## src/hw/rtl/bbt_pkg.sv

```systemverilog
// Shared types, constants and helpers for the byte block transposer.
package bbt_pkg;

    localparam int BYTE_W        = 8;
    localparam int CFG_IDX_W     = 2;
    localparam int CFG_DATA_W    = 4;
    localparam int DEF_MAX_ROWS  = 8;
    localparam int DEF_MAX_COLS  = 8;
    localparam int CFG_DIM_RESET = 8;

    localparam logic [BYTE_W-1:0] PAD_BYTE = 8'h20;

    // configuration register indexes
    localparam logic [CFG_IDX_W-1:0] CFG_MODE = 2'd0;
    localparam logic [CFG_IDX_W-1:0] CFG_ROWS = 2'd1;
    localparam logic [CFG_IDX_W-1:0] CFG_COLS = 2'd2;

    // readout order
    localparam logic MODE_ENC = 1'b0;

    typedef enum logic {
        ST_FILL,
        ST_DRAIN
    } t_state;

    // one block store read in flight, tagged for the output queue
    typedef struct packed {
        logic vld;
        logic pad;
        logic last;
    } t_rd_req;

    function automatic int bbt_addr_w(input int depth);
        return (depth > 1) ? $clog2(depth) : 1;
    endfunction

endpackage

```

## src/hw/rtl/bbt_in_if.sv

```systemverilog
// Input channel: one message byte per item with an end-of-message flag.
interface bbt_in_if
    import bbt_pkg::*;
();
    logic              valid;
    logic              ready;
    logic [BYTE_W-1:0] data_byte;
    logic              end_of_message;

    modport source (output valid, output data_byte, output end_of_message, input ready);
    modport sink   (input valid, input data_byte, input end_of_message, output ready);
endinterface

```

## src/hw/rtl/bbt_out_if.sv

```systemverilog
// Output channel: one transposed byte per item with a last flag.
interface bbt_out_if
    import bbt_pkg::*;
();
    logic              valid;
    logic              ready;
    logic [BYTE_W-1:0] out_byte;
    logic              out_last;

    modport source (output valid, output out_byte, output out_last, input ready);
    modport sink   (input valid, input out_byte, input out_last, output ready);
endinterface

```

## src/hw/rtl/byte_block_transposer_core.sv

```systemverilog
// Byte block transposer: fills a block store row-major, reads it out transposed.
// An item is accepted per cycle while a block fills; ready drops while it drains.
// The block store read port sets the drain rate: one result item per cycle when the
// output is ready; each result passes the read-data register and the output queue.
// A block fills with up to N bytes and always drains N items, padded (N = rows * cols).
// Reset (synchronous, active low) restores mode and sizes and clears the fill count;
// the block store is not cleared.
module byte_block_transposer_core
    import bbt_pkg::*;
#(
    parameter int MAX_ROWS = DEF_MAX_ROWS,
    parameter int MAX_COLS = DEF_MAX_COLS
) (
    input  logic                  i_clk,
    input  logic                  i_rst_n,
    input  logic                  i_cfg_we,
    input  logic [CFG_IDX_W-1:0]  i_cfg_idx,
    input  logic [CFG_DATA_W-1:0] i_cfg_data,
    bbt_in_if.sink                i_in_ch,
    bbt_out_if.source             o_out_ch
);

    localparam int DEPTH = MAX_ROWS * MAX_COLS;
    localparam int AW    = bbt_addr_w(DEPTH);

    logic              w_ram_we, w_ram_re, w_can_issue;
    logic [AW-1:0]     w_ram_waddr, w_ram_raddr;
    logic [BYTE_W-1:0] w_ram_wdata, w_ram_rdata;
    t_rd_req           w_rd_req;

    bbt_ctrl #(
        .MAX_ROWS (MAX_ROWS),
        .MAX_COLS (MAX_COLS)
    ) u_ctrl (
        .i_clk       (i_clk),
        .i_rst_n     (i_rst_n),
        .i_cfg_we    (i_cfg_we),
        .i_cfg_idx   (i_cfg_idx),
        .i_cfg_data  (i_cfg_data),
        .i_in        (i_in_ch),
        .o_ram_we    (w_ram_we),
        .o_ram_waddr (w_ram_waddr),
        .o_ram_wdata (w_ram_wdata),
        .o_ram_re    (w_ram_re),
        .o_ram_raddr (w_ram_raddr),
        .o_rd_req    (w_rd_req),
        .i_can_issue (w_can_issue)
    );

    bbt_ram #(
        .WIDTH (BYTE_W),
        .DEPTH (DEPTH)
    ) u_store (
        .i_clk   (i_clk),
        .i_we    (w_ram_we),
        .i_waddr (w_ram_waddr),
        .i_wdata (w_ram_wdata),
        .i_re    (w_ram_re),
        .i_raddr (w_ram_raddr),
        .o_rdata (w_ram_rdata)
    );

    bbt_outq u_outq (
        .i_clk       (i_clk),
        .i_rst_n     (i_rst_n),
        .i_rd_req    (w_rd_req),
        .i_rd_data   (w_ram_rdata),
        .o_can_issue (w_can_issue),
        .o_out       (o_out_ch)
    );

`ifndef SYNTHESIS
    // fill and drain never touch the block store in the same cycle
    a_no_rw_overlap: assert property (@(posedge i_clk) disable iff (!i_rst_n)
        !(w_ram_we && w_ram_re))
        else $error("block store written and read in the same cycle");

    // a read is issued only with room for its data in the output queue
    a_read_credit: assert property (@(posedge i_clk) disable iff (!i_rst_n)
        w_rd_req.vld |-> w_can_issue)
        else $error("block store read issued without queue credit");

    // input is held off while a block drains
    a_no_accept_in_drain: assert property (@(posedge i_clk) disable iff (!i_rst_n)
        w_ram_re |-> !i_in_ch.ready)
        else $error("input accepted while block drains");

    // no result item right after reset
    a_quiet_after_reset: assert property (@(posedge i_clk)
        $past(!i_rst_n) |-> !o_out_ch.valid)
        else $error("result item shown right after reset");
`endif

endmodule

```

## src/hw/rtl/bbt_ram.sv

```systemverilog
// Generic single-port-write, single-port-read RAM with registered read data.
module bbt_ram
    import bbt_pkg::*;
#(
    parameter int WIDTH = BYTE_W,
    parameter int DEPTH = DEF_MAX_ROWS * DEF_MAX_COLS,
    localparam int AW   = bbt_addr_w(DEPTH)
) (
    input  logic             i_clk,
    input  logic             i_we,
    input  logic [AW-1:0]    i_waddr,
    input  logic [WIDTH-1:0] i_wdata,
    input  logic             i_re,
    input  logic [AW-1:0]    i_raddr,
    output logic [WIDTH-1:0] o_rdata
);

    logic [WIDTH-1:0] r_mem [DEPTH];
    logic [WIDTH-1:0] r_rdata;

    // write port
    always_ff @(posedge i_clk) begin
        if (i_we) begin
            r_mem[i_waddr] <= i_wdata;
        end
    end

    // registered read port
    always_ff @(posedge i_clk) begin
        if (i_re) begin
            r_rdata <= r_mem[i_raddr];
        end
    end

    assign o_rdata = r_rdata;

endmodule

```

## src/hw/rtl/bbt_ctrl.sv

```systemverilog
// Configuration registers, block fill and transposed read-address sequencer.
module bbt_ctrl
    import bbt_pkg::*;
#(
    parameter int MAX_ROWS = DEF_MAX_ROWS,
    parameter int MAX_COLS = DEF_MAX_COLS,
    localparam int AW      = bbt_addr_w(MAX_ROWS * MAX_COLS)
) (
    input  logic                  i_clk,
    input  logic                  i_rst_n,
    input  logic                  i_cfg_we,
    input  logic [CFG_IDX_W-1:0]  i_cfg_idx,
    input  logic [CFG_DATA_W-1:0] i_cfg_data,
    bbt_in_if.sink                i_in,
    output logic                  o_ram_we,
    output logic [AW-1:0]         o_ram_waddr,
    output logic [BYTE_W-1:0]     o_ram_wdata,
    output logic                  o_ram_re,
    output logic [AW-1:0]         o_ram_raddr,
    output t_rd_req               o_rd_req,
    input  logic                  i_can_issue
);

    localparam int DEPTH    = MAX_ROWS * MAX_COLS;
    localparam int RW       = $clog2(MAX_ROWS + 1);
    localparam int CW       = $clog2(MAX_COLS + 1);
    localparam int MAXD     = (MAX_ROWS > MAX_COLS) ? MAX_ROWS : MAX_COLS;
    localparam int DW       = $clog2(MAXD + 1);
    localparam int SW       = $clog2(DEPTH + 1);
    localparam int ROWS_RST = (CFG_DIM_RESET > MAX_ROWS) ? MAX_ROWS : CFG_DIM_RESET;
    localparam int COLS_RST = (CFG_DIM_RESET > MAX_COLS) ? MAX_COLS : CFG_DIM_RESET;

    t_state         r_state, n_state;
    logic           r_mode;
    logic [RW-1:0]  r_rows, n_rows_cl;
    logic [CW-1:0]  r_cols, n_cols_cl;
    logic [SW-1:0]  r_fill, n_fill;
    logic [SW-1:0]  r_blk_len;
    logic           r_eom;
    logic [DW-1:0]  r_outer, r_inner;
    logic [SW-1:0]  r_pos, r_k;
    logic [SW-1:0]  w_size;
    logic [DW-1:0]  w_lim_inner;
    logic [SW-1:0]  w_stride;
    logic           w_acc, w_done, w_issue, w_k_end, w_inner_end;
    logic           w_ready, w_drain;

    // clamp the written block size into range
    always_comb begin
        if (i_cfg_data == '0) begin
            n_rows_cl = RW'(1);
        end else if (32'(i_cfg_data) > MAX_ROWS) begin
            n_rows_cl = RW'(MAX_ROWS);
        end else begin
            n_rows_cl = RW'(i_cfg_data);
        end
        if (i_cfg_data == '0) begin
            n_cols_cl = CW'(1);
        end else if (32'(i_cfg_data) > MAX_COLS) begin
            n_cols_cl = CW'(MAX_COLS);
        end else begin
            n_cols_cl = CW'(i_cfg_data);
        end
    end

    // block geometry for the current mode
    assign w_size      = SW'(r_rows * r_cols);
    assign w_lim_inner = (r_mode == MODE_ENC) ? DW'(r_rows) : DW'(r_cols);
    assign w_stride    = (r_mode == MODE_ENC) ? SW'(r_cols) : SW'(r_rows);

    // fill side
    assign w_acc  = i_in.valid && w_ready;
    assign n_fill = r_fill + SW'(1);
    assign w_done = (n_fill == w_size) || i_in.end_of_message;

    // drain side
    assign w_issue     = w_drain && i_can_issue;
    assign w_k_end     = (r_k == w_size - SW'(1));
    assign w_inner_end = (r_inner == w_lim_inner - DW'(1));

    // next state
    always_comb begin
        n_state = r_state;
        unique case (r_state)
            ST_FILL:  if (w_acc && w_done) n_state = ST_DRAIN;
            ST_DRAIN: if (w_issue && w_k_end) n_state = ST_FILL;
            default:  n_state = ST_FILL;
        endcase
    end

    // state outputs
    always_comb begin
        w_ready = 1'b0;
        w_drain = 1'b0;
        unique case (r_state)
            ST_FILL:  w_ready = 1'b1;
            ST_DRAIN: w_drain = 1'b1;
            default:  w_ready = 1'b0;
        endcase
    end

    assign i_in.ready = w_ready;

    // block store ports
    assign o_ram_we      = w_acc;
    assign o_ram_waddr   = r_fill[AW-1:0];
    assign o_ram_wdata   = i_in.data_byte;
    assign o_ram_re      = w_issue;
    assign o_ram_raddr   = r_pos[AW-1:0];
    assign o_rd_req.vld  = w_issue;
    assign o_rd_req.pad  = (r_pos >= r_blk_len);
    assign o_rd_req.last = r_eom && w_k_end;

    // configuration registers
    always_ff @(posedge i_clk) begin
        if (!i_rst_n) begin
            r_mode <= MODE_ENC;
            r_rows <= RW'(ROWS_RST);
            r_cols <= CW'(COLS_RST);
        end else if (i_cfg_we) begin
            unique case (i_cfg_idx)
                CFG_MODE: r_mode <= i_cfg_data[0];
                CFG_ROWS: r_rows <= n_rows_cl;
                CFG_COLS: r_cols <= n_cols_cl;
                default:  r_mode <= r_mode;
            endcase
        end
    end

    // fill count and readout sequencer
    always_ff @(posedge i_clk) begin
        if (!i_rst_n) begin
            r_state   <= ST_FILL;
            r_fill    <= '0;
            r_blk_len <= '0;
            r_eom     <= 1'b0;
            r_outer   <= '0;
            r_inner   <= '0;
            r_pos     <= '0;
            r_k       <= '0;
        end else begin
            r_state <= n_state;
            // store bytes, close the block when full or at end of message
            if (w_acc) begin
                if (w_done) begin
                    r_fill    <= '0;
                    r_blk_len <= n_fill;
                    r_eom     <= i_in.end_of_message;
                    r_outer   <= '0;
                    r_inner   <= '0;
                    r_pos     <= '0;
                    r_k       <= '0;
                end else begin
                    r_fill <= n_fill;
                end
            end
            // advance the transposed address one entry per read
            if (w_issue) begin
                r_k <= r_k + SW'(1);
                if (w_inner_end) begin
                    r_inner <= '0;
                    r_outer <= r_outer + DW'(1);
                    r_pos   <= SW'(r_outer) + SW'(1);
                end else begin
                    r_inner <= r_inner + DW'(1);
                    r_pos   <= r_pos + w_stride;
                end
            end
            // a size change drops the partial block
            if (i_cfg_we && (i_cfg_idx == CFG_ROWS || i_cfg_idx == CFG_COLS)) begin
                r_fill <= '0;
            end
        end
    end

endmodule

```

## src/hw/rtl/bbt_outq.sv

```systemverilog
// Read-data stage and two-entry output queue with read credit.
module bbt_outq
    import bbt_pkg::*;
(
    input  logic              i_clk,
    input  logic              i_rst_n,
    input  t_rd_req           i_rd_req,
    input  logic [BYTE_W-1:0] i_rd_data,
    output logic              o_can_issue,
    bbt_out_if.source         o_out
);

    t_rd_req           r_tag;
    logic [BYTE_W-1:0] r_byte [2];
    logic              r_last [2];
    logic              r_wp, r_rp;
    logic [1:0]        r_cnt, n_cnt;
    logic              w_push, w_pop;
    logic [BYTE_W-1:0] w_byte;

    assign w_push = r_tag.vld;
    assign w_pop  = o_out.valid && o_out.ready;
    assign w_byte = r_tag.pad ? PAD_BYTE : i_rd_data;
    assign n_cnt  = r_cnt + 2'(w_push) - 2'(w_pop);

    // allow a new read only if its data will find a free slot
    assign o_can_issue = (n_cnt < 2'd2);

    // track the read that returns next cycle
    always_ff @(posedge i_clk) begin
        if (!i_rst_n) begin
            r_tag <= '0;
        end else begin
            r_tag <= i_rd_req;
        end
    end

    // queue storage
    always_ff @(posedge i_clk) begin
        if (w_push) begin
            r_byte[r_wp] <= w_byte;
            r_last[r_wp] <= r_tag.last;
        end
    end

    // queue pointers
    always_ff @(posedge i_clk) begin
        if (!i_rst_n) begin
            r_wp  <= 1'b0;
            r_rp  <= 1'b0;
            r_cnt <= '0;
        end else begin
            r_cnt <= n_cnt;
            if (w_push) r_wp <= ~r_wp;
            if (w_pop)  r_rp <= ~r_rp;
        end
    end

    assign o_out.valid    = (r_cnt != 2'd0);
    assign o_out.out_byte = r_byte[r_rp];
    assign o_out.out_last = r_last[r_rp];

endmodule
```

## src/flat_wrapper.sv

```systemverilog
// flat-port wrapper written by rule: the top's interface ports become plain ports
module byte_block_transposer_core_flat import bbt_pkg::*;
#(
    parameter int MAX_ROWS = DEF_MAX_ROWS,
    parameter int MAX_COLS = DEF_MAX_COLS
)
  (i_clk, i_rst_n, i_cfg_we, i_cfg_idx, i_cfg_data, i_in_ch_valid, i_in_ch_data_byte, i_in_ch_end_of_message, i_in_ch_ready, o_out_ch_valid, o_out_ch_out_byte, o_out_ch_out_last, o_out_ch_ready);
  bbt_in_if i_in_ch_i ();
  bbt_out_if o_out_ch_i ();
  input  logic i_clk;
  input  logic i_rst_n;
  input  logic i_cfg_we;
  input  logic [CFG_IDX_W-1:0] i_cfg_idx;
  input  logic [CFG_DATA_W-1:0] i_cfg_data;
  input wire logic [$bits(i_in_ch_i.valid)-1:0] i_in_ch_valid;
  input wire logic [$bits(i_in_ch_i.data_byte)-1:0] i_in_ch_data_byte;
  input wire logic [$bits(i_in_ch_i.end_of_message)-1:0] i_in_ch_end_of_message;
  output wire logic [$bits(i_in_ch_i.ready)-1:0] i_in_ch_ready;
  output wire logic [$bits(o_out_ch_i.valid)-1:0] o_out_ch_valid;
  output wire logic [$bits(o_out_ch_i.out_byte)-1:0] o_out_ch_out_byte;
  output wire logic [$bits(o_out_ch_i.out_last)-1:0] o_out_ch_out_last;
  input wire logic [$bits(o_out_ch_i.ready)-1:0] o_out_ch_ready;
  assign i_in_ch_i.valid = i_in_ch_valid;
  assign i_in_ch_i.data_byte = i_in_ch_data_byte;
  assign i_in_ch_i.end_of_message = i_in_ch_end_of_message;
  assign i_in_ch_ready = i_in_ch_i.ready;
  assign o_out_ch_valid = o_out_ch_i.valid;
  assign o_out_ch_out_byte = o_out_ch_i.out_byte;
  assign o_out_ch_out_last = o_out_ch_i.out_last;
  assign o_out_ch_i.ready = o_out_ch_ready;
  byte_block_transposer_core #(.MAX_ROWS(MAX_ROWS), .MAX_COLS(MAX_COLS)) u_core (.i_clk(i_clk), .i_rst_n(i_rst_n), .i_cfg_we(i_cfg_we), .i_cfg_idx(i_cfg_idx), .i_cfg_data(i_cfg_data), .i_in_ch(i_in_ch_i), .o_out_ch(o_out_ch_i));
endmodule
```

## config.mk

```make
export PLATFORM = sky130hd
export DESIGN_NAME = byte_block_transposer_core_flat
export DESIGN_NICKNAME = d
export VERILOG_FILES = /design/src/hw/rtl/bbt_pkg.sv /design/src/hw/rtl/bbt_in_if.sv /design/src/hw/rtl/bbt_out_if.sv /design/src/hw/rtl/byte_block_transposer_core.sv /design/src/hw/rtl/bbt_ram.sv /design/src/hw/rtl/bbt_ctrl.sv /design/src/hw/rtl/bbt_outq.sv /design/src/flat_wrapper.sv
export SDC_FILE = /design/constraint.sdc
export NUM_CORES = 1
export LEC_CHECK = 0
export BUFFER_PORTS_ARGS = -buffer_cell sky130_fd_sc_hd__buf_2
export CORE_MARGIN = 2
export CORE_UTILIZATION = 40
export DETAILED_ROUTE_END_ITERATION = 10
export GPL_TIMING_DRIVEN = 0
export SETUP_SLACK_MARGIN = 0.1
export SLEW_MARGIN = 25
export SYNTH_ARGS = -nofsm -noshare
export SYNTH_HDL_FRONTEND = slang
export SYNTH_SLANG_ARGS = --single-unit
```

## constraint.sdc

```tcl
create_clock -name i_clk -period 4.3 [get_ports i_clk]
set_input_delay 0.645 -clock i_clk [delete_from_list [all_inputs] [get_ports i_clk]]
set_output_delay 0.645 -clock i_clk [all_outputs]
set_load 0.03 [all_outputs]
```

* Word-level counts from Yosys, hierarchy flattened
Memory sizes are Yosys's and may differ from the RTL's. A register that Yosys moved wholly into a read port is not among the register bits.
Cells that the tools add are included.
** Word-level totals
- Bits in registers :: 54
- Memory bits (writable) :: 530
- Bits of input ports :: 20
- Output and inout port bits :: 11
- Memories :: 3
** Cells by class
- $add $sub $neg :: 10
- Multiply operators :: 1
- Order comparisons :: 3
- Equality and inequality tests :: 5
- Muxes and demuxes :: 32
- Bitwise gates (word level) :: 4
- Reductions and logical operators :: 20
** Memories
- u_core.u_store.r_mem :: depth 64, width 8, read ports 1, clocked after memory_dff 1, write ports 1, line bbt_ram.sv:18 : logic [WIDTH-1:0] r_mem [DEPTH];
- u_core.u_outq.r_byte :: depth 2, width 8, read ports 1, clocked after memory_dff 1, write ports 1, line bbt_outq.sv:14 : logic [BYTE_W-1:0] r_byte [2];
- u_core.u_outq.r_last :: depth 2, width 1, read ports 1, clocked after memory_dff 1, write ports 1, line bbt_outq.sv:15 : logic r_last [2];
** Operator list (count)
- 4-bit 2-to-1 mux :: 12
- 7-bit 2-to-1 mux :: 6
- 7-bit by 1-bit adder with 7-bit output (second input constant) :: 2
- 7-bit == test :: 2
- 1-bit 2-to-1 mux :: 12
- 2-bit AND reduction :: 5
- 4-bit by 1-bit adder with 4-bit output (second input constant) :: 2
- 8-bit 2-to-1 mux :: 1
- 7-bit by 4-bit adder with 7-bit output :: 1
- 7-bit greater-or-equal comparator :: 1
- 1-bit logical AND :: 7
- 4-bit by 4-bit multiplier with 7-bit output :: 1
- 7-bit by 1-bit subtractor with 7-bit output (second input constant) :: 1
- 2-bit nonzero test :: 3
- 4-bit by 1-bit adder with 5-bit output (second input constant) :: 1
- 4-bit == test :: 1
- 4-bit > comparator (second input constant) :: 1
- 4-bit zero test :: 1
- 1-bit inverter :: 4
- 4-bit by 1-bit subtractor with 4-bit output (second input constant) :: 1
- 2-bit by 1-bit adder with 2-bit output :: 1
- 2-bit by 1-bit == test with 1-bit output (second input constant) :: 1
- 2-bit == test (second input constant) :: 1
- 2-bit zero test :: 1
- 5 further kinds :: 6

* Longest topological paths before layout
Gate-level depths: netlist (run 1).
- Depth in word-level cells :: 8
- Depth in mapped cells :: 16
- Depth with buffers taken out :: 14

* By module
From an unflattened synthesis (run 1), not the netlist that was laid out.
** Second synthesis, totals
- Cells, all modules :: 1422
- Area total of the unflattened synthesis :: 24772.5 sq um
** By module, submodules not included
- bbt_ram :: instances 1, cells each 940, area each 20246.9 sq um, sequential area each 15615.0 sq um
- bbt_ctrl :: instances 1, cells each 418, area each 3507.1 sq um, sequential area each 940.9 sq um
- bbt_outq :: instances 1, cells each 64, area each 1018.5 sq um, sequential area each 700.7 sq um

* Worst setup path before layout (run 1)
OpenSTA, ideal clock, no wires.
- Kind :: flip-flop to flip-flop
- Start :: reg u_core.u_ctrl.r_cols[1]
- End :: reg u_core.u_ctrl.r_k[3]
- Library setup time :: 128 ps
- Arrival :: 3387 ps
- Required time :: 4172 ps
- Slack :: 785 ps
- Cell stages (with the launch flop) :: 14
- Path buffers :: 1
- Clock period less this slack :: 3515 ps
- Path through :: dfxtp_1 nand2_1 fa_1 fa_1 inv_1 fa_1 a21o_1 a21oi_1 xnor2_1 xnor2_1 or4_1 buf_2 a41oi_1 nor2_1
** Between the ends
- Word-level cells in the longest chain between the ends :: 5
** Ends and longest elaborated chain
- from (decl) :: line bbt_ctrl.sv:36 : logic [CW-1:0] r_cols, n_cols_cl;
- from (signal assigned) :: line bbt_ctrl.sv:119 : r_cols <= CW'(COLS_RST);
- from (signal assigned) :: line bbt_ctrl.sv:124 : CFG_COLS: r_cols <= n_cols_cl;
- 4-bit by 4-bit multiplier with 7-bit output :: line bbt_ctrl.sv:67 : assign w_size = SW'(r_rows * r_cols);
- 7-bit == test :: line bbt_ctrl.sv:74 : assign w_done = (n_fill == w_size) || i_in.end_of_message;
- 1-bit logical OR :: line bbt_ctrl.sv:74
- 2-bit nonzero test (no source line)
- 2-bit AND reduction (no source line)
- to (signal assigned) :: line bbt_ctrl.sv:159 : r_k <= r_k + SW'(1);
- to (decl) :: line bbt_ctrl.sv:41 : logic [SW-1:0] r_pos, r_k;
Every way passes these cells.
A chain may end at the register's enable or synchronous reset.

* Worst setup path in the final report (run 1)
- Start :: reg u_core.u_ctrl.r_rows[0]
- End :: reg u_core.u_ctrl.r_k[5]
** Between the ends
- Word-level cells in the longest chain between the ends :: 5
** Ends and longest elaborated chain
- from (decl) :: line bbt_ctrl.sv:35 : logic [RW-1:0] r_rows, n_rows_cl;
- from (signal assigned) :: line bbt_ctrl.sv:118 : r_rows <= RW'(ROWS_RST);
- from (signal assigned) :: line bbt_ctrl.sv:123 : CFG_ROWS: r_rows <= n_rows_cl;
- 4-bit by 4-bit multiplier with 7-bit output :: line bbt_ctrl.sv:67
- 7-bit == test :: line bbt_ctrl.sv:74
- 1-bit logical OR :: line bbt_ctrl.sv:74
- 2-bit nonzero test (no source line)
- 2-bit AND reduction (no source line)
Every way passes these cells.

==> flow_metrics.tcl, run 1 <==
set metrics [dict create \
    numCtsBuffers 59 \
    worstSetupStartpointType "register" \
    worst_pin_slew_ns 1.06 \
    postCtsHoldBufs 0 \
    synth_top_area_frac 0.664 \
    clk_pin_slew_worst_paths_ns 0.07 \
    synthAdderAreaFrac 0.0206 \
    place_congestion 0.810 \
    critPathKind "register to register" \
    overflow 0 \
    period_share 0.922 \
    synth_commonest_cells "edfxtp_1, mux4_2, nor2_1, dfxtp_1, nand2_1" \
    r2r_cells 14 \
    synth-xor-area-share 0.0165 \
    synth_top_family_by_area "multiplexers" \
    max_slew_margin 0.293 \
    ir_drop_v 0.000307 \
    cts_sinks 593 \
    wl_mm 56.3 \
    async_reset_ff_frac 0 \
    finalMaxSlewViolations 0 \
    nNetsFinal 1455 \
    postRouteAntennaNets 0 \
    synth_warnings 0 \
    synth_edf_count 538 \
    hold_viol 0 \
    drt_iter0_drc 1085 \
    final_util 0.455 \
    cts_buffer_depth 3 \
    die_h_um 251 \
    cts_root_buf "clkbuf_16" \
    synth.area.top_cells "edfxtp_1, mux4_2, dfxtp_1, nor2_1, ha_1" \
    die_area_um2 62800 \
    grt_pass1_wl_mm 83.2 \
    syn_area_per_cell_um2 18.6 \
    first_pass_iters 7 \
    fp.dieW_um 251 \
    drive_above_1_share 0.239 \
    end_kind "register" \
    critPathMaxFanout 10 \
    syn_area_um2 24300 \
    max_freq_ghz 0.252 \
    yosysTopAreaCell "edfxtp_1" \
    ys_ff_latch 593 \
    min_path_cells 3 \
    pin_count 31 \
    route.detailed.drc 0 \
    setup_violations 0 \
    synth.mux.area_fraction 0.162 \
    rsz0062_at_grt "false" \
    wire_per_inst_um 25.3 \
    grtUsageTotal 0.182 \
    cp.arrival_ns 4.46 \
    viasPerCell 5.53 \
    tritoncts "built" \
    rrSetupSlack_ns 0.34 \
    p_per_area_nw_per_um2 446 \
    hpwlAfterDp_mm 36.6 \
    instances_no_fill 2228 \
    place_inst 2119 \
    synth-seq-area-share 0.709 \
    grt_max_degree 65 \
    maxCapViolations 0 \
    synth-compound-area-share 0.0250 \
    cp.required_ns 4.80 \
    port_buffers 30 \
    hold_class "input pin to register" \
    clk-insertion-delay-late_ns 0.63 \
    core-area_um2 60200 \
    area_growth_syn_to_layout_pct 12.8 \
    synth.distinct_cells 51 \
    antenna_found_initial 0 \
    synthSimpleGateAreaFrac 0.0494 \
    synth_top_flop_cell "edfxtp_1" \
    syn_inst 1307 \
    setup_tns_ns 0 \
    clock_skew_ns 0.0230 \
    syn-num-nets 1364 \
    start_util 0.404 \
    num_vias 12300 \
    synth_most_common_cell "edfxtp_1" \
    layout_min_cycle_time_ns 3.96 \
    cts_htree_levels 2 \
    fillCellCount 5096 \
    status "completed" \
    std_cell_rows 90 \
    leakage_nw 8.61 \
    grt_pass1_vias 12700 \
]
area by class of cell:
| type | count | area (µm²) | share of cell area |
|---|---|---|---|
| flip-flops and latches | 593 | 17300 | 0.629 |
| repair buffers | 30 | 170 | 0.00620 |
| inverters | 25 | 93.8 | 0.00342 |
| multi-input cells | 621 | 6690 | 0.244 |
| well taps | 782 | 978 | 0.0357 |
| diodes | 1 | 2.50 | 0.0000912 |
| clock inverters | 36 | 358 | 0.0130 |
| clock buffers | 72 | 1570 | 0.0571 |
| plain buffers | 68 | 325 | 0.0119 |
metal layers:
layer | track usage | vias to the layer above | share of wire
met2 | 0.298 | 349 | 0.49
met1 | 0.244 | 6474 | 0.42
met5 | 0 | - | 0
met4 | 0.0553 | 0 | 0.025
li1 | - | 5405 | -
met3 | 0.0402 | 82 | 0.067
power by group:
part           total [mW]  switching [mW]  internal [mW]
clock                5.14            2.19           2.95
combinational       0.696           0.459          0.237
sequential           6.39          0.0335           6.36
worst paths after layout:
kind | from | end
setup / recovery | u_core.u_ctrl.r_rows[0] | u_core.u_ctrl.r_k[5]
hold / removal | i_cfg_data[0] | u_core.u_ctrl.r_mode
setup reg to reg | u_core.u_ctrl.r_rows[0] | u_core.u_ctrl.r_k[5]
hold reg to reg | u_core.u_outq.r_tag[0] | u_core.u_outq.r_last[0]
worst max-delay path, cell delays in order, from the launching register on:
cell and delay (ns):
dfxtp_1 0.30, buf_2 0.19, nand2_1 0.10, fa_1 0.46, fa_1 0.51, inv_1 0.07, fa_1 0.46, a21o_1 0.20
a21oi_1 0.24, xnor2_2 0.20, xnor2_1 0.16, or4_1 0.44, buf_2 0.22, a41oi_1 0.23, nor2_1 0.06
cells in the final DEF, fill, tap and decap left out, types with 7 or more instances in the layout:
master and count:
clkinv_1 10, o21ai_0 12, mux4_2 163, nor2b_1 21, clkinv_2 13, and2_1 10
mux2_2 16, buf_2 44, buf_4 19, nand3_1 35, a21oi_1 28, clkbuf_1 40
nor2_1 109, nand2_1 50, dfxtp_1 52, xnor2_1 26, a21o_1 8, a211oi_1 11
inv_1 23, ha_1 32, mux2i_1 10, nor3_1 7, edfxtp_1 538, clkbuf_16 61
xor2_1 16
cells by family after synthesis:
kind of cell / count (synthesis)
compound gates: 92
mux: 189
flops: 593
simple gates: 258
xor+xnor: 45
fa+ha+maj: 37
buf+inv: 93
state kept, by name, indices dropped and copies added (netlist names), 2 cells and up, named ones only:
signal / flops
u_core.u_ctrl.r_fill: 7
u_core.u_ctrl.r_inner: 4
u_core.u_store.o_rdata: 8
u_core.u_outq.r_last: 2
u_core.u_ctrl.r_blk_len: 7
u_core.u_ctrl.r_outer: 4
u_core.u_outq.r_tag: 2
u_core.u_outq.r_cnt: 2
u_core.u_ctrl.r_cols: 4
u_core.u_ctrl.r_pos: 7
u_core.u_ctrl.r_rows: 4
u_core.u_ctrl.r_k: 7
u_core.u_store.r_mem: 512
u_core.u_outq.r_byte: 16
through the flow:
stage	setup WS, ns	power (mW)	hold slack [ns]	instance area (µm²)
2_1_floorplan	0.785	6.92	0.404	24300
3_3_place_gp	0.240	7.20	0.420	25500
3_5_place_dp	0.148	7.22	0.427	25500
4_1_cts	0.115	12.3	0.284	27400
5_1_grt	0.116	12.6	0.326	27400
6_report	0.336	12.2	0.319	27400
timing repair:
item,in CTS,in global routing
endpoints found under the hold margin,0,0
gates resized for setup,0,8
buffers inserted,0,0
setup endpoints to repair,0,18
(Power assumes the default switching activity.)
==> run 2, diff against run 1 <==
- clock period: 4.3 -> 4.2 ns (I/O delays scaled with it)
==> flow_metrics.tcl, run 2 (same netlist as run 1, synthesis figures left out) <==
set metrics [dict create \
    status "completed" \
    critPathMaxFanout 10 \
    start_util 0.404 \
    wire_per_inst_um 25.3 \
    fp.dieW_um 251 \
    met3_usage 0.0402 \
    rsz0062_at_grt "false" \
    critPathKind "register to register" \
    final_util 0.456 \
    first_pass_iters 7 \
    core-area_um2 60200 \
    max_freq_ghz 0.257 \
    p_per_area_nw_per_um2 456 \
    cts_buffer_depth 3 \
    hpwlAfterDp_mm 36.6 \
    clock_skew_ns 0.0233 \
    place_congestion 0.810 \
    pin_count 31 \
    end_kind "register" \
    period_share 0.925 \
    ir_drop_v 0.000313 \
    place_inst 2119 \
    cts_htree_levels 2 \
    met1_usage 0.244 \
    drt_iter0_drc 1172 \
    setup_tns_ns 0 \
    clk_pin_slew_worst_paths_ns 0.06 \
    wl_mm 56.3 \
    area_growth_syn_to_layout_pct 12.8 \
    grt_max_degree 65 \
    instances_no_fill 2228 \
    fillCellCount 5093 \
    max_slew_margin 0.286 \
    postRouteAntennaNets 0 \
    std_cell_rows 90 \
    setup_violations 0 \
    drive_above_1_share 0.241 \
    finalMaxSlewViolations 0 \
    grt.busiest_layer "met2" \
    hold_viol 0 \
    cts_root_buf "clkbuf_16" \
    maxCapViolations 0 \
    postCtsHoldBufs 0 \
    cts_sinks 593 \
    antennaDiodeCount 0 \
    viasPerCell 5.54 \
    largest-register "u_core.u_store.r_mem" \
    worstSetupStartpointType "register" \
    largest_reg_flops 512 \
    die_area_um2 62800 \
    worst_pin_slew_ns 1.07 \
    cp.required_ns 4.70 \
    layout.cells.most_common_list "edfxtp_1, mux4_2, nor2_1" \
    hold_class "input pin to register" \
    overflow 0 \
    nNetsFinal 1456 \
    num_vias 12400 \
    layout_commonest_cell "edfxtp_1" \
    die_h_um 251 \
    cp.arrival_ns 4.38 \
    tritoncts "built" \
    port_buffers 30 \
    layout_min_cycle_time_ns 3.89 \
    leakage_nw 8.62 \
    clk-insertion-delay-late_ns 0.63 \
    route.detailed.drc 0 \
    grtUsageTotal 0.182 \
    grt_pass1_wl_mm 83.2 \
    numCtsBuffers 59 \
    grt_pass1_vias 12700 \
    globalRouteMet2Util 0.298 \
    antenna_found_initial 0 \
]
run 2: cell count changes in the layout (fill, tap and decap cells not counted), sizes merged:
cell   delta
buf       +1
diode     -1
run 2: repair_timing:
| item | 4_1_cts | 5_1_grt |
|---|---|---|
| buffers inserted | 0 | 1 |
| resized for setup | 2 | 8 |
| endpoints found under the setup margin | 1 | 21 |
run 2: worst paths after layout:
path | cells after the start | to | slack [ns] | from
setup / recovery | 14 | u_core.u_ctrl.r_k[3] | 0.31 | u_core.u_ctrl.r_rows[0]
hold / removal | 3 | u_core.u_ctrl.r_mode | 0.30 | i_cfg_data[0]
setup reg to reg | 14 | u_core.u_ctrl.r_k[3] | 0.31 | u_core.u_ctrl.r_rows[0]
hold reg to reg | 0 | u_core.u_outq.r_last[0] | 0.44 | u_core.u_outq.r_tag[0]
run 2: power breakdown:
| group | switching (mW) | internal [mW] |
|---|---|---|
| clock | 2.25 | 3.02 |
| sequential | 0.0342 | 6.51 |
| combinational | 0.471 | 0.244 |
| total | 2.76 | 9.78 |
run 2: metrics by stage:
stage          hold slack [ns]  setup slack (ns)  cell area, µm²  power (mW)
2_1_floorplan            0.404             0.685           24300        7.09
3_3_place_gp             0.420             0.140           25500        7.37
3_5_place_dp             0.427            0.0478           25500        7.39
4_1_cts                  0.269             0.129           27400        12.6
5_1_grt                  0.311             0.121           27500        12.9
6_report                 0.303             0.313           27500        12.5
run 2: area by class of cell:
| cell class | count | area (µm²) | area share |
|---|---|---|---|
| plain buffers | 68 | 325 | 0.0118 |
| clock buffers | 72 | 1570 | 0.0571 |
| clock inverters | 36 | 358 | 0.0130 |
| inverters | 25 | 93.8 | 0.00342 |
| multi-input cells | 621 | 6700 | 0.244 |
| flip-flops and latches | 593 | 17300 | 0.629 |
| well taps | 782 | 978 | 0.0356 |
| repair buffers | 31 | 178 | 0.00647 |
run 2: critical path: stages (launching register included):
cell and delay (ns):
dfxtp_1 0.30, buf_2 0.19, nand2_1 0.10, fa_1 0.46
fa_1 0.52, inv_1 0.07, ha_1 0.28, a21o_1 0.18
a21oi_1 0.26, xnor2_2 0.21, xor2_1 0.18, or4_1 0.51
buf_2 0.21, a41oi_1 0.23, nor2_1 0.06
run 2: layer usage:
metal  part of all wire  up-vias
met1               0.43     6502
met4              0.024        0
li1                   -     5400
met2               0.49      366
met5                  0        -
met3              0.064       85
==> run 3, diff against run 2 <==
- REMOVE_ABC_BUFFERS: not set -> 1
- SLEW_MARGIN: 25 -> not set
==> flow_metrics.tcl, run 3 (same netlist as run 1, synthesis figures left out) <==
set metrics [dict create \
    status "completed" \
    cts_sinks 593 \
    layout_min_cycle_time_ns 3.79 \
    p_per_area_nw_per_um2 450 \
    largest-register "u_core.u_store.r_mem" \
    drt_iter0_drc 971 \
    first_pass_iters 5 \
    layout.cells.most_common_list "edfxtp_1, mux4_2, nor2_1" \
    hold_viol 0 \
    overflow 0 \
    pre_cts_ws_ns -0.249 \
    area_growth_syn_to_layout_pct 11.8 \
    cts_buffer_depth 3 \
    start_util 0.404 \
    fp.dieW_um 251 \
    cp_slowest_stage_delay_ns 0.54 \
    nNetsFinal 1396 \
    pwr-share-clk 0.410 \
    stdcell_area_um2 27200 \
    rsz0062_at_grt "false" \
    cts_root_buf "clkbuf_16" \
    switching_share 0.214 \
    holdWs_ns 0.307 \
    combPwrFrac 0.053 \
    layout_commonest_cell "edfxtp_1" \
    die_area_um2 62800 \
    critPathSlowestCell "or4_4" \
    clk-insertion-delay-late_ns 0.61 \
    largest_reg_flops 512 \
    instances_no_fill 2163 \
    worstSetupStartpointType "register" \
    postRouteAntennaNets 0 \
    met1_usage 0.225 \
    clock_skew_ns 0.0119 \
    final_util 0.452 \
    cp.required_ns 4.67 \
    postCtsHoldBufs 0 \
    p_sw_mw 2.63 \
    place_inst 2058 \
    clk_pin_slew_worst_paths_ns 0.06 \
    critPathTopFamily "adder cells" \
    grtUsageTotal 0.166 \
    setup_slack_ns 0.410 \
    viasPerCell 5.48 \
    multi_input_area_um2 6710 \
    maxCapViolations 0 \
    route.detailed.drc 0 \
    antenna_found_initial 0 \
    hpwlAfterDp_mm 31.1 \
    die_h_um 251 \
    std_cell_rows 90 \
    critPathKind "register to register" \
    setup_violations 0 \
    path_buf_inv 1 \
    leakage_nw 8.41 \
    grt_max_degree 65 \
    rrSetupSlack_ns 0.41 \
    wire_per_inst_um 23.4 \
    port_buffers 30 \
    setup_tns_ns 0 \
    placed_area_um2 25300 \
    core-area_um2 60200 \
    period_share 0.902 \
    antennaDiodeCount 0 \
    worst_pin_slew_ns 1.26 \
    numCtsBuffers 60 \
    grt_pass1_wl_mm 77.7 \
    grt_pass1_vias 12500 \
    met3_usage 0.0242 \
    critPathMaxFanout 11 \
    seqPwrFrac 0.537 \
    tritoncts "built" \
    cts_htree_levels 2 \
    ir_drop_v 0.000289 \
    finalMaxSlewViolations 0 \
    max_freq_ghz 0.264 \
    place_congestion 0.768 \
    hold_class "input pin to register" \
    cp.arrival_ns 4.26 \
    grt.busiest_layer "met2" \
    p_int_mw 9.62 \
    wl_mm 50.6 \
    end_kind "register" \
    worstPathCellList "nand2_1 > fa_1 > fa_1 > inv_1 > fa_1 > a21o_1 > a21oi_1 > xnor2_2 > xnor2_2 > or4_4 > a41oi_1 > nor2_1" \
    max_slew_margin 0.159 \
    drive_above_1_share 0.234 \
    globalRouteMet2Util 0.277 \
    pin_count 31 \
    fillCellCount 5085 \
    num_vias 11900 \
    critPathMostFrequentCell "fa_1" \
    area.sequential_um2 17300 \
    power.total_mw 12.2 \
]
[run 3: metal layers]
layer  share of wire  routed length [µm]
met3           0.049                2470
met4           0.026                1300
met2            0.49               25000
met1            0.43               21800
met5               0                   0
[run 3: what timing repair did]
action / 4_1_cts / 5_1_grt
gates resized for setup: 3 / 10
gates cloned: 0 / 0
setup buffers: 1 / 0
pin swaps: 1 / 0
setup endpoints to repair: 16 / 27
[run 3: final timing paths]
path                                               from                 endpoint  depth (start not counted)
worst min-delay path                      i_cfg_data[0]     u_core.u_ctrl.r_mode                          3
worst max register to register  u_core.u_ctrl.r_cols[1]     u_core.u_ctrl.r_k[3]                         12
worst min register to register   u_core.u_outq.r_tag[0]  u_core.u_outq.r_last[0]                          0
worst max-delay path            u_core.u_ctrl.r_cols[1]     u_core.u_ctrl.r_k[3]                         12
[run 3: worst register-to-register path, cell delays in order (launching register included)]
cell     delay (ns)
dfxtp_2        0.40
nand2_1        0.10
fa_1           0.49
fa_1           0.50
inv_1          0.07
fa_1           0.46
a21o_1         0.20
a21oi_1        0.23
xnor2_2        0.17
xnor2_2        0.20
or4_4          0.54
a41oi_1        0.26
nor2_1         0.05
[run 3: final cells by class]
cell class | instances | area share
Multi-Input combinational cell | 621 | 0.247
Timing Repair Buffer | 38 | 0.0119
Tap cell | 782 | 0.0360
Clock inverter | 33 | 0.00956
Inverter | 25 | 0.00359
Clock buffer | 71 | 0.0575
Sequential cell | 593 | 0.635
[run 3: power groups by stage]
stage	Combinational (mW)	Sequential (mW)	Clock (mW)
detailed placement	0.651	6.71	0
floorplan	0.388	6.69	0
global placement	0.617	6.73	0
CTS	0.656	6.58	5.14
finish	0.649	6.58	5.02
global route	0.714	6.59	5.36
